===== config.mk =====
export PLATFORM = sky130hd
export DESIGN_NAME = reciprocal_frequency_meter
export DESIGN_NICKNAME = d
export VERILOG_FILES = /design/src/design/rfm_pkg.sv /design/src/design/rfm_apb_regs.sv /design/src/design/rfm_div.sv /design/src/design/reciprocal_frequency_meter.sv
export VERILOG_INCLUDE_DIRS = /design/src /design/src/design
export SDC_FILE = /design/constraint.sdc
export NUM_CORES = 2
export LEC_CHECK = 0
export BUFFER_PORTS_ARGS = -buffer_cell sky130_fd_sc_hd__buf_2
export CAP_MARGIN = 20
export CORE_UTILIZATION = 45
export CTS_BUF_LIST = sky130_fd_sc_hd__clkbuf_2 sky130_fd_sc_hd__clkbuf_4 sky130_fd_sc_hd__clkbuf_8
export DETAILED_ROUTE_END_ITERATION = 8
export SYNTH_ARGS = -nofsm -noshare
export SYNTH_HDL_FRONTEND = slang
export SYNTH_SLANG_ARGS = --single-unit

===== constraint.sdc =====
create_clock -name i_clk -period 10.2 [get_ports i_clk]
set_input_delay 2.04 -clock i_clk [delete_from_list [all_inputs] [get_ports i_clk]]
set_output_delay 2.04 -clock i_clk [all_outputs]
set_load 0.02 [all_outputs]

===== src/design/reciprocal_frequency_meter_defines.svh =====
// Assertion macros shared by the design files.
`ifndef RECIPROCAL_FREQUENCY_METER_DEFINES_SVH
`define RECIPROCAL_FREQUENCY_METER_DEFINES_SVH

// Same-cycle implication, checked outside of reset.
`define RFM_ASSERT_IMPL(label, clk, rst_n, ante, cons) \
    label: assert property (@(posedge clk) disable iff (!(rst_n)) (ante) |-> (cons)) \
        else $error("same-cycle check failed");

// Next-cycle implication, checked outside of reset.
`define RFM_ASSERT_NEXT(label, clk, rst_n, ante, cons) \
    label: assert property (@(posedge clk) disable iff (!(rst_n)) (ante) |=> (cons)) \
        else $error("next-cycle check failed");

`endif


===== src/design/rfm_pkg.sv =====
`timescale 1ns / 1ps

package rfm_pkg;

    // Width of the capture timer and of the pulse counter.
    localparam int CNT_W      = 16;
    localparam int REF_W      = 21;
    localparam int FREQ_W     = 32;
    localparam logic [REF_W-1:0] REF_RESET = REF_W'(32768);

    // Product of delta and reference rate, then times ten (needs four more bits).
    localparam int MUL_W      = CNT_W + REF_W;
    localparam int PROD_W     = MUL_W + 4;
    localparam int DIV_CNT_W  = $clog2(PROD_W + 1);

    localparam int IN_DATA_W  = ((2 * CNT_W + 7) / 8) * 8;
    localparam int OUT_DATA_W = ((FREQ_W + 2 * CNT_W + 7) / 8) * 8;

    localparam int APB_ADDR_W = 3;
    localparam int APB_DATA_W = 32;
    localparam logic REG_REF_CLOCK = 1'b0;

    typedef struct packed {
        logic              start;
        logic [PROD_W-1:0] dividend;
        logic [CNT_W-1:0]  divisor;
    } t_div_req;

    typedef struct packed {
        logic              done;
        logic [PROD_W-1:0] quotient;
    } t_div_rsp;

endpackage


===== src/design/rfm_apb_regs.sv =====
`timescale 1ns / 1ps

module rfm_apb_regs (
    input  logic                            i_clk,
    input  logic                            i_rst_n,
    input  logic                            psel,
    input  logic                            penable,
    input  logic                            pwrite,
    input  logic [rfm_pkg::APB_ADDR_W-1:0]  paddr,
    input  logic [rfm_pkg::APB_DATA_W-1:0]  pwdata,
    output logic [rfm_pkg::APB_DATA_W-1:0]  prdata,
    output logic                            pready,
    output logic [rfm_pkg::REF_W-1:0]       o_ref_clock_hz
);
    import rfm_pkg::*;

    logic [REF_W-1:0] r_ref_clock_hz;
    logic             w_sel_ref;

    // The register index is the address bit above the byte offset.
    assign w_sel_ref = (paddr[APB_ADDR_W-1] == REG_REF_CLOCK);

    always_ff @(posedge i_clk) begin
        if (!i_rst_n) begin
            r_ref_clock_hz <= REF_RESET;
        end else if (psel && penable && pwrite && pready && w_sel_ref) begin
            r_ref_clock_hz <= pwdata[REF_W-1:0];
        end
    end

    assign pready         = 1'b1;
    assign prdata         = w_sel_ref ? APB_DATA_W'(r_ref_clock_hz) : '0;
    assign o_ref_clock_hz = r_ref_clock_hz;

endmodule


===== src/design/rfm_div.sv =====
`timescale 1ns / 1ps
`include "reciprocal_frequency_meter_defines.svh"

module rfm_div (
    input  logic              i_clk,
    input  logic              i_rst_n,
    input  rfm_pkg::t_div_req i_req,
    output rfm_pkg::t_div_rsp o_rsp
);
    import rfm_pkg::*;

    logic                 r_busy;
    logic                 r_done;
    logic [DIV_CNT_W-1:0] r_cnt;
    logic [CNT_W-1:0]     r_div;
    logic [CNT_W-1:0]     r_rem;
    logic [PROD_W-1:0]    r_quo;

    logic [CNT_W:0]       w_trial;
    logic                 w_ge;
    logic [CNT_W:0]       w_diff;

    // One restoring step: bring down the next dividend bit, subtract if it fits.
    assign w_trial = {r_rem, r_quo[PROD_W-1]};
    assign w_ge    = (w_trial >= {1'b0, r_div});
    assign w_diff  = w_trial - {1'b0, r_div};

    always_ff @(posedge i_clk) begin
        if (!i_rst_n) begin
            r_busy <= 1'b0;
            r_done <= 1'b0;
            r_cnt  <= '0;
            r_div  <= '0;
            r_rem  <= '0;
            r_quo  <= '0;
        end else begin
            r_done <= 1'b0;
            if (r_busy) begin
                r_rem <= w_ge ? w_diff[CNT_W-1:0] : w_trial[CNT_W-1:0];
                r_quo <= {r_quo[PROD_W-2:0], w_ge};
                r_cnt <= r_cnt - 1'b1;
                if (r_cnt == DIV_CNT_W'(1)) begin
                    r_busy <= 1'b0;
                    r_done <= 1'b1;
                end
            end else if (i_req.start) begin
                r_busy <= 1'b1;
                r_cnt  <= DIV_CNT_W'(PROD_W);
                r_div  <= i_req.divisor;
                r_rem  <= '0;
                r_quo  <= i_req.dividend;
            end
        end
    end

    assign o_rsp.done     = r_done;
    assign o_rsp.quotient = r_quo;

    `RFM_ASSERT_NEXT(a_start_busy, i_clk, i_rst_n, i_req.start && !r_busy, r_busy)
    `RFM_ASSERT_IMPL(a_rem_below_div, i_clk, i_rst_n, r_busy && (r_div != '0), r_rem < r_div)
    `RFM_ASSERT_NEXT(a_done_single, i_clk, i_rst_n, r_done, !r_done && !r_busy)

endmodule


===== src/design/reciprocal_frequency_meter.sv =====
`timescale 1ns / 1ps
// Channel    Direction  Handshake                      Contents
// s_axis     in         s_axis_tvalid/s_axis_tready    capture_time, pulse_count
// m_axis     out        m_axis_tvalid/m_axis_tready    freq, deltas; tuser divide_fault
// apb        in         psel/penable/pwrite, pready=1  ref_clock_hz at address 0
//
// A capture word goes through these steps from acceptance to a result word: the deltas are
// formed at acceptance, then the sequencer multiplies, scales by ten and loads the bit-serial
// restoring divider, which works through the 41-bit product one quotient bit at a time; the
// quotient is then saturated and the output register loaded, after which the sequencer
// returns to idle for the next word. A zero time delta skips the arithmetic and goes
// straight to the output register. Reset is synchronous and active low; it clears the
// stored capture and count and loads ref_clock_hz with 32768. s_axis_tready is high only
// between words; a held result word stalls the sequencer before the output register.
`include "reciprocal_frequency_meter_defines.svh"

module reciprocal_frequency_meter (
    input  logic                            i_clk,
    input  logic                            i_rst_n,
    input  logic                            s_axis_tvalid,
    output logic                            s_axis_tready,
    // [15:0] capture_time, [31:16] pulse_count
    input  logic [rfm_pkg::IN_DATA_W-1:0]   s_axis_tdata,
    output logic                            m_axis_tvalid,
    input  logic                            m_axis_tready,
    // [31:0] freq_tenths_hz, [47:32] pulse_delta, [63:48] time_delta
    output logic [rfm_pkg::OUT_DATA_W-1:0]  m_axis_tdata,
    // [0] divide_fault
    output logic [0:0]                      m_axis_tuser,
    input  logic                            psel,
    input  logic                            penable,
    input  logic                            pwrite,
    input  logic [rfm_pkg::APB_ADDR_W-1:0]  paddr,
    input  logic [rfm_pkg::APB_DATA_W-1:0]  pwdata,
    output logic [rfm_pkg::APB_DATA_W-1:0]  prdata,
    output logic                            pready
);
    import rfm_pkg::*;

    typedef enum logic [2:0] {
        S_IDLE,
        S_MUL,
        S_SCALE,
        S_DIV,
        S_OUT
    } t_state;

    t_state              r_state;
    logic [CNT_W-1:0]    r_last_time;
    logic [CNT_W-1:0]    r_last_count;
    logic [CNT_W-1:0]    r_dt;
    logic [CNT_W-1:0]    r_dp;
    logic                r_fault;
    logic [PROD_W-1:0]   r_prod;
    logic [FREQ_W-1:0]   r_freq;
    logic                r_div_start;
    logic                r_m_valid;
    logic [OUT_DATA_W-1:0] r_m_data;
    logic                r_m_fault;

    logic [REF_W-1:0]    w_ref_clock_hz;
    logic [CNT_W-1:0]    w_now_time;
    logic [CNT_W-1:0]    w_now_count;
    logic [CNT_W-1:0]    w_dt;
    logic                w_in_take;
    logic                w_out_load;
    t_div_req            w_div_req;
    t_div_rsp            w_div_rsp;

    rfm_apb_regs u_regs (
        .i_clk          (i_clk),
        .i_rst_n        (i_rst_n),
        .psel           (psel),
        .penable        (penable),
        .pwrite         (pwrite),
        .paddr          (paddr),
        .pwdata         (pwdata),
        .prdata         (prdata),
        .pready         (pready),
        .o_ref_clock_hz (w_ref_clock_hz)
    );

    assign w_div_req.start    = r_div_start;
    assign w_div_req.dividend = r_prod;
    assign w_div_req.divisor  = r_dt;

    rfm_div u_div (
        .i_clk   (i_clk),
        .i_rst_n (i_rst_n),
        .i_req   (w_div_req),
        .o_rsp   (w_div_rsp)
    );

    assign w_now_time  = s_axis_tdata[CNT_W-1:0];
    assign w_now_count = s_axis_tdata[2*CNT_W-1:CNT_W];
    assign w_dt        = w_now_time - r_last_time;
    assign w_in_take   = s_axis_tvalid && s_axis_tready;
    assign w_out_load  = (r_state == S_OUT) && (!r_m_valid || m_axis_tready);

    always_ff @(posedge i_clk) begin
        if (!i_rst_n) begin
            r_state      <= S_IDLE;
            r_last_time  <= '0;
            r_last_count <= '0;
            r_dt         <= '0;
            r_dp         <= '0;
            r_fault      <= 1'b0;
            r_prod       <= '0;
            r_freq       <= '0;
            r_div_start  <= 1'b0;
            r_m_valid    <= 1'b0;
            r_m_data     <= '0;
            r_m_fault    <= 1'b0;
        end else begin
            r_div_start <= 1'b0;
            if (w_out_load) begin
                r_m_valid <= 1'b1;
            end else if (r_m_valid && m_axis_tready) begin
                r_m_valid <= 1'b0;
            end
            case (r_state)
                S_IDLE: begin
                    if (w_in_take) begin
                        r_last_time  <= w_now_time;
                        r_last_count <= w_now_count;
                        r_dt         <= w_dt;
                        r_dp         <= w_now_count - r_last_count;
                        r_fault      <= (w_dt == '0);
                        r_freq       <= '0;
                        r_state      <= (w_dt == '0) ? S_OUT : S_MUL;
                    end
                end
                S_MUL: begin
                    r_prod  <= PROD_W'(MUL_W'(r_dp) * MUL_W'(w_ref_clock_hz));
                    r_state <= S_SCALE;
                end
                S_SCALE: begin
                    // Times ten as eight plus two; the top four bits are free.
                    r_prod      <= (r_prod << 3) + (r_prod << 1);
                    r_div_start <= 1'b1;
                    r_state     <= S_DIV;
                end
                S_DIV: begin
                    if (w_div_rsp.done) begin
                        r_freq  <= (|w_div_rsp.quotient[PROD_W-1:FREQ_W]) ?
                                   '1 : w_div_rsp.quotient[FREQ_W-1:0];
                        r_state <= S_OUT;
                    end
                end
                S_OUT: begin
                    if (w_out_load) begin
                        r_m_data  <= OUT_DATA_W'({r_dt, r_dp, r_freq});
                        r_m_fault <= r_fault;
                        r_state   <= S_IDLE;
                    end
                end
                default: begin
                    r_state <= S_IDLE;
                end
            endcase
        end
    end

    assign s_axis_tready = (r_state == S_IDLE);
    assign m_axis_tvalid = r_m_valid;
    assign m_axis_tdata  = r_m_data;
    assign m_axis_tuser  = r_m_fault;

endmodule


==> impl_metrics.tcl <==
set metrics [dict create \
    critPathCaptureType "flip-flop" \
    antenna_found_initial 0 \
    crit_type "flip-flop to flip-flop" \
    synth-main-ff-cell "dfxtp_1" \
    drt_wl_total_um 70670 \
    dieArea_mm2 0.06054 \
    crit_end "r_prod[35]" \
    power_leakage_nw 13.32 \
    htree_num_levels 2 \
    synth.largest_area_cell "dfxtp_1" \
    start_kind "flip-flop" \
    final_common_cell "nand2_1" \
    cp_max_fo 12 \
    critical_path.startpoint "r_dp[5]" \
    diodes 0 \
    synthToLayoutAreaGrowth_pct 9.789 \
    synth-edff-count 0 \
    cap_violations 0 \
    cts.sinks 310 \
    rows 89 \
    cts_resized 0 \
    drive_gt1_frac 0.09009 \
    cts-root-buf "clkbuf_8" \
    drt_iter0_drc 1281 \
    worst_pin_slew_ns 1.104 \
    reg2reg_slack_ns 2.62 \
    yosysUniqueCellTypes 69 \
    drtAntennaViolNets 0 \
    cp_data_required_time_ns 10.76 \
    io_buffers 148 \
    dr.pass1.iters 5 \
    layout_common_cells "nand2_1, inv_1, a21oi_1" \
    grt_setup_unrepaired "no" \
    drc_errors 0 \
    fmax_mhz 131.9 \
    worstPathArrival_ns 8.15 \
    grt_max_degree 99 \
    post_cts_buffers 0 \
    ys_top_cells_by_area "dfxtp_1, fa_1, ha_1" \
    powerDensity_mw_per_mm2 118.2 \
    cts_buffer_depth 3 \
    final_nets 3930 \
    nFillCells 5692 \
    die_w_um 246.1 \
    syn-cell-area_mm2 0.02680 \
    dp_slack_ns 2.771 \
    finalHoldViolations 0 \
    tns_ns 0 \
    holdBufCountCts 0 \
    ir_drop_uv 86.27 \
    synth_warnings 0 \
    max-slew-margin-rel 0.2628 \
    insertion_delay_ns 0.66 \
    place_hpwl_um 52420 \
    grt_overflow_total 0 \
    cts_buffers 57 \
    r2r_end "r_prod[35]" \
    ys_seq_area_frac 0.2315 \
    num_vias 22710 \
    rr_worst_depth 23 \
    fp.dieH_um 246.1 \
    ios 174 \
    initial_core_util 0.4550 \
    wl_per_cell_um 16.77 \
    syn-instance-count 3341 \
    period_minus_slack_ns 7.584 \
    r2r-start "r_dp[5]" \
    avgSynthCellArea_um2 8.022 \
    core-area_mm2 0.05891 \
    synth_top_area_share 0.2315 \
    postSynth.asyncResetShare 0 \
    gr-usage-all-layers 0.2390 \
    cts_tree "built" \
    gp_congestion 0.8933 \
    viasPerCell 5.389 \
    timing.final.ws_setup_ns 2.616 \
    clock_skew_ns 0.02883 \
    min_path_type "flip-flop to flip-flop" \
    min_period_over_period 0.7435 \
    synth-seq-cells 310 \
    finalMaxSlewViolations 0 \
    status "finished clean" \
    clkTransAtPathRegs_ns 0.06 \
    grt_pass1_wl_um 118000 \
    setup_violations 0 \
    grt_pass1_vias 23050 \
]
-- metrics by stage --
stage	instances	hold slack [ns]	total power [W]	instance area, um^2	utilization
2_1_floorplan	3351	0.4321	0.001893	26840	-
3_5_place_dp	4107	0.4432	0.002113	28050	0.4761
4_1_cts	4213	0.4520	0.003515	29400	0.4991
3_3_place_gp	4106	0.4388	0.002094	28030	0.4759
5_1_grt	4214	0.4649	0.003668	29430	0.4995
6_report	4214	0.4494	0.003479	29430	0.4995
-- cells by family after synthesis --
family | count (synthesis) | synth area share
AOI/OAI and AO/OA | 660 | 0.1468
xor gates and xnor gates | 91 | 0.02974
adders and majority gates | 462 | 0.2907
buffers and inverters | 604 | 0.08632
DFF | 310 | 0.2315
muxes | 62 | 0.02325
other | 2 | 0.0002802
and+or+nand+nor | 1150 | 0.1913
-- critical path, stage by stage, from the launching register on --
cell	delay [ns]
dfxtp_1	0.69
buf_4	0.30
nand2_1	0.09
fa_1	0.54
inv_1	0.06
fa_1	0.51
fa_1	0.52
inv_1	0.05
fa_1	0.49
inv_1	0.06
fa_1	0.55
inv_1	0.06
fa_1	0.54
inv_1	0.04
ha_1	0.32
and3_1	0.20
a221o_1	0.42
a221oi_1	0.54
o21ai_0	0.29
a21oi_1	0.31
a211oi_1	0.12
o21ai_0	0.18
mux2_2	0.35
a211oi_1	0.24
-- metal layers --
metal / vias up / wire (um) / global-route usage
met5: - / 0 / 0
met4: 0 / 1574 / 0.06339
met3: 114 / 3403 / 0.03344
met2: 559 / 33670 / 0.4033
met1: 11140 / 32020 / 0.3189
li1: 10900 / - / -
-- cell usage after synthesis, types with 14 or more instances --
cell	n
o21ai_0	108
o21a_1	16
mux2i_1	60
xnor2_1	65
a211oi_1	31
clkbuf_1	170
buf_1	14
ha_1	194
a21oi_1	345
xor2_1	26
inv_1	406
dfxtp_1	310
nand4_1	20
o221ai_1	18
nor3_1	33
nand2_1	595
a21o_1	42
nand2b_1	19
and2_1	147
nand3_1	28
nor2_1	218
nor2b_1	38
fa_1	268
-- layout make-up --
class	instances	area, um^2	share of cell area
Clock inverter	15	197.7	0.006718
Inverter	407	1533	0.05209
Multi-Input combinational cell	2437	18350	0.6237
Timing Repair Buffer	181	1016	0.03453
Clock buffer	91	1152	0.03916
Sequential cell	310	6208	0.2110
Tap cell	773	967.2	0.03287
-- how the worst min path moves through the flow --
stage	cells after the start	endpoint	slack (ns)	from
after floorplan	2	r_fault	0.43	r_fault
after global placement	2	m_axis_tdata[45]	0.44	m_axis_tdata[45]
after detailed placement	2	m_axis_tdata[46]	0.44	m_axis_tdata[46]
after CTS	2	m_axis_tdata[46]	0.45	m_axis_tdata[46]
after global routing	2	m_axis_tdata[39]	0.46	r_dp[7]
final	2	m_axis_tdata[46]	0.45	m_axis_tdata[46]
-- registers in the layout, summed over array words and instances, names as in the netlist, 21 cells and up --
name	cells
r_prod	41
m_axis_tdata	64
u_regs.o_ref_clock_hz	21
u_div.r_quo	41
r_freq	32
-- where the power goes --
part | switching [W] | internal (W) | leakage (nW)
logic | 0.000465 | 0.000278 | 10.1
clock network | 0.000561 | 0.000821 | 0.710
registers | 0.0000903 | 0.00126 | 2.52
(Power assumes the default switching activity.)
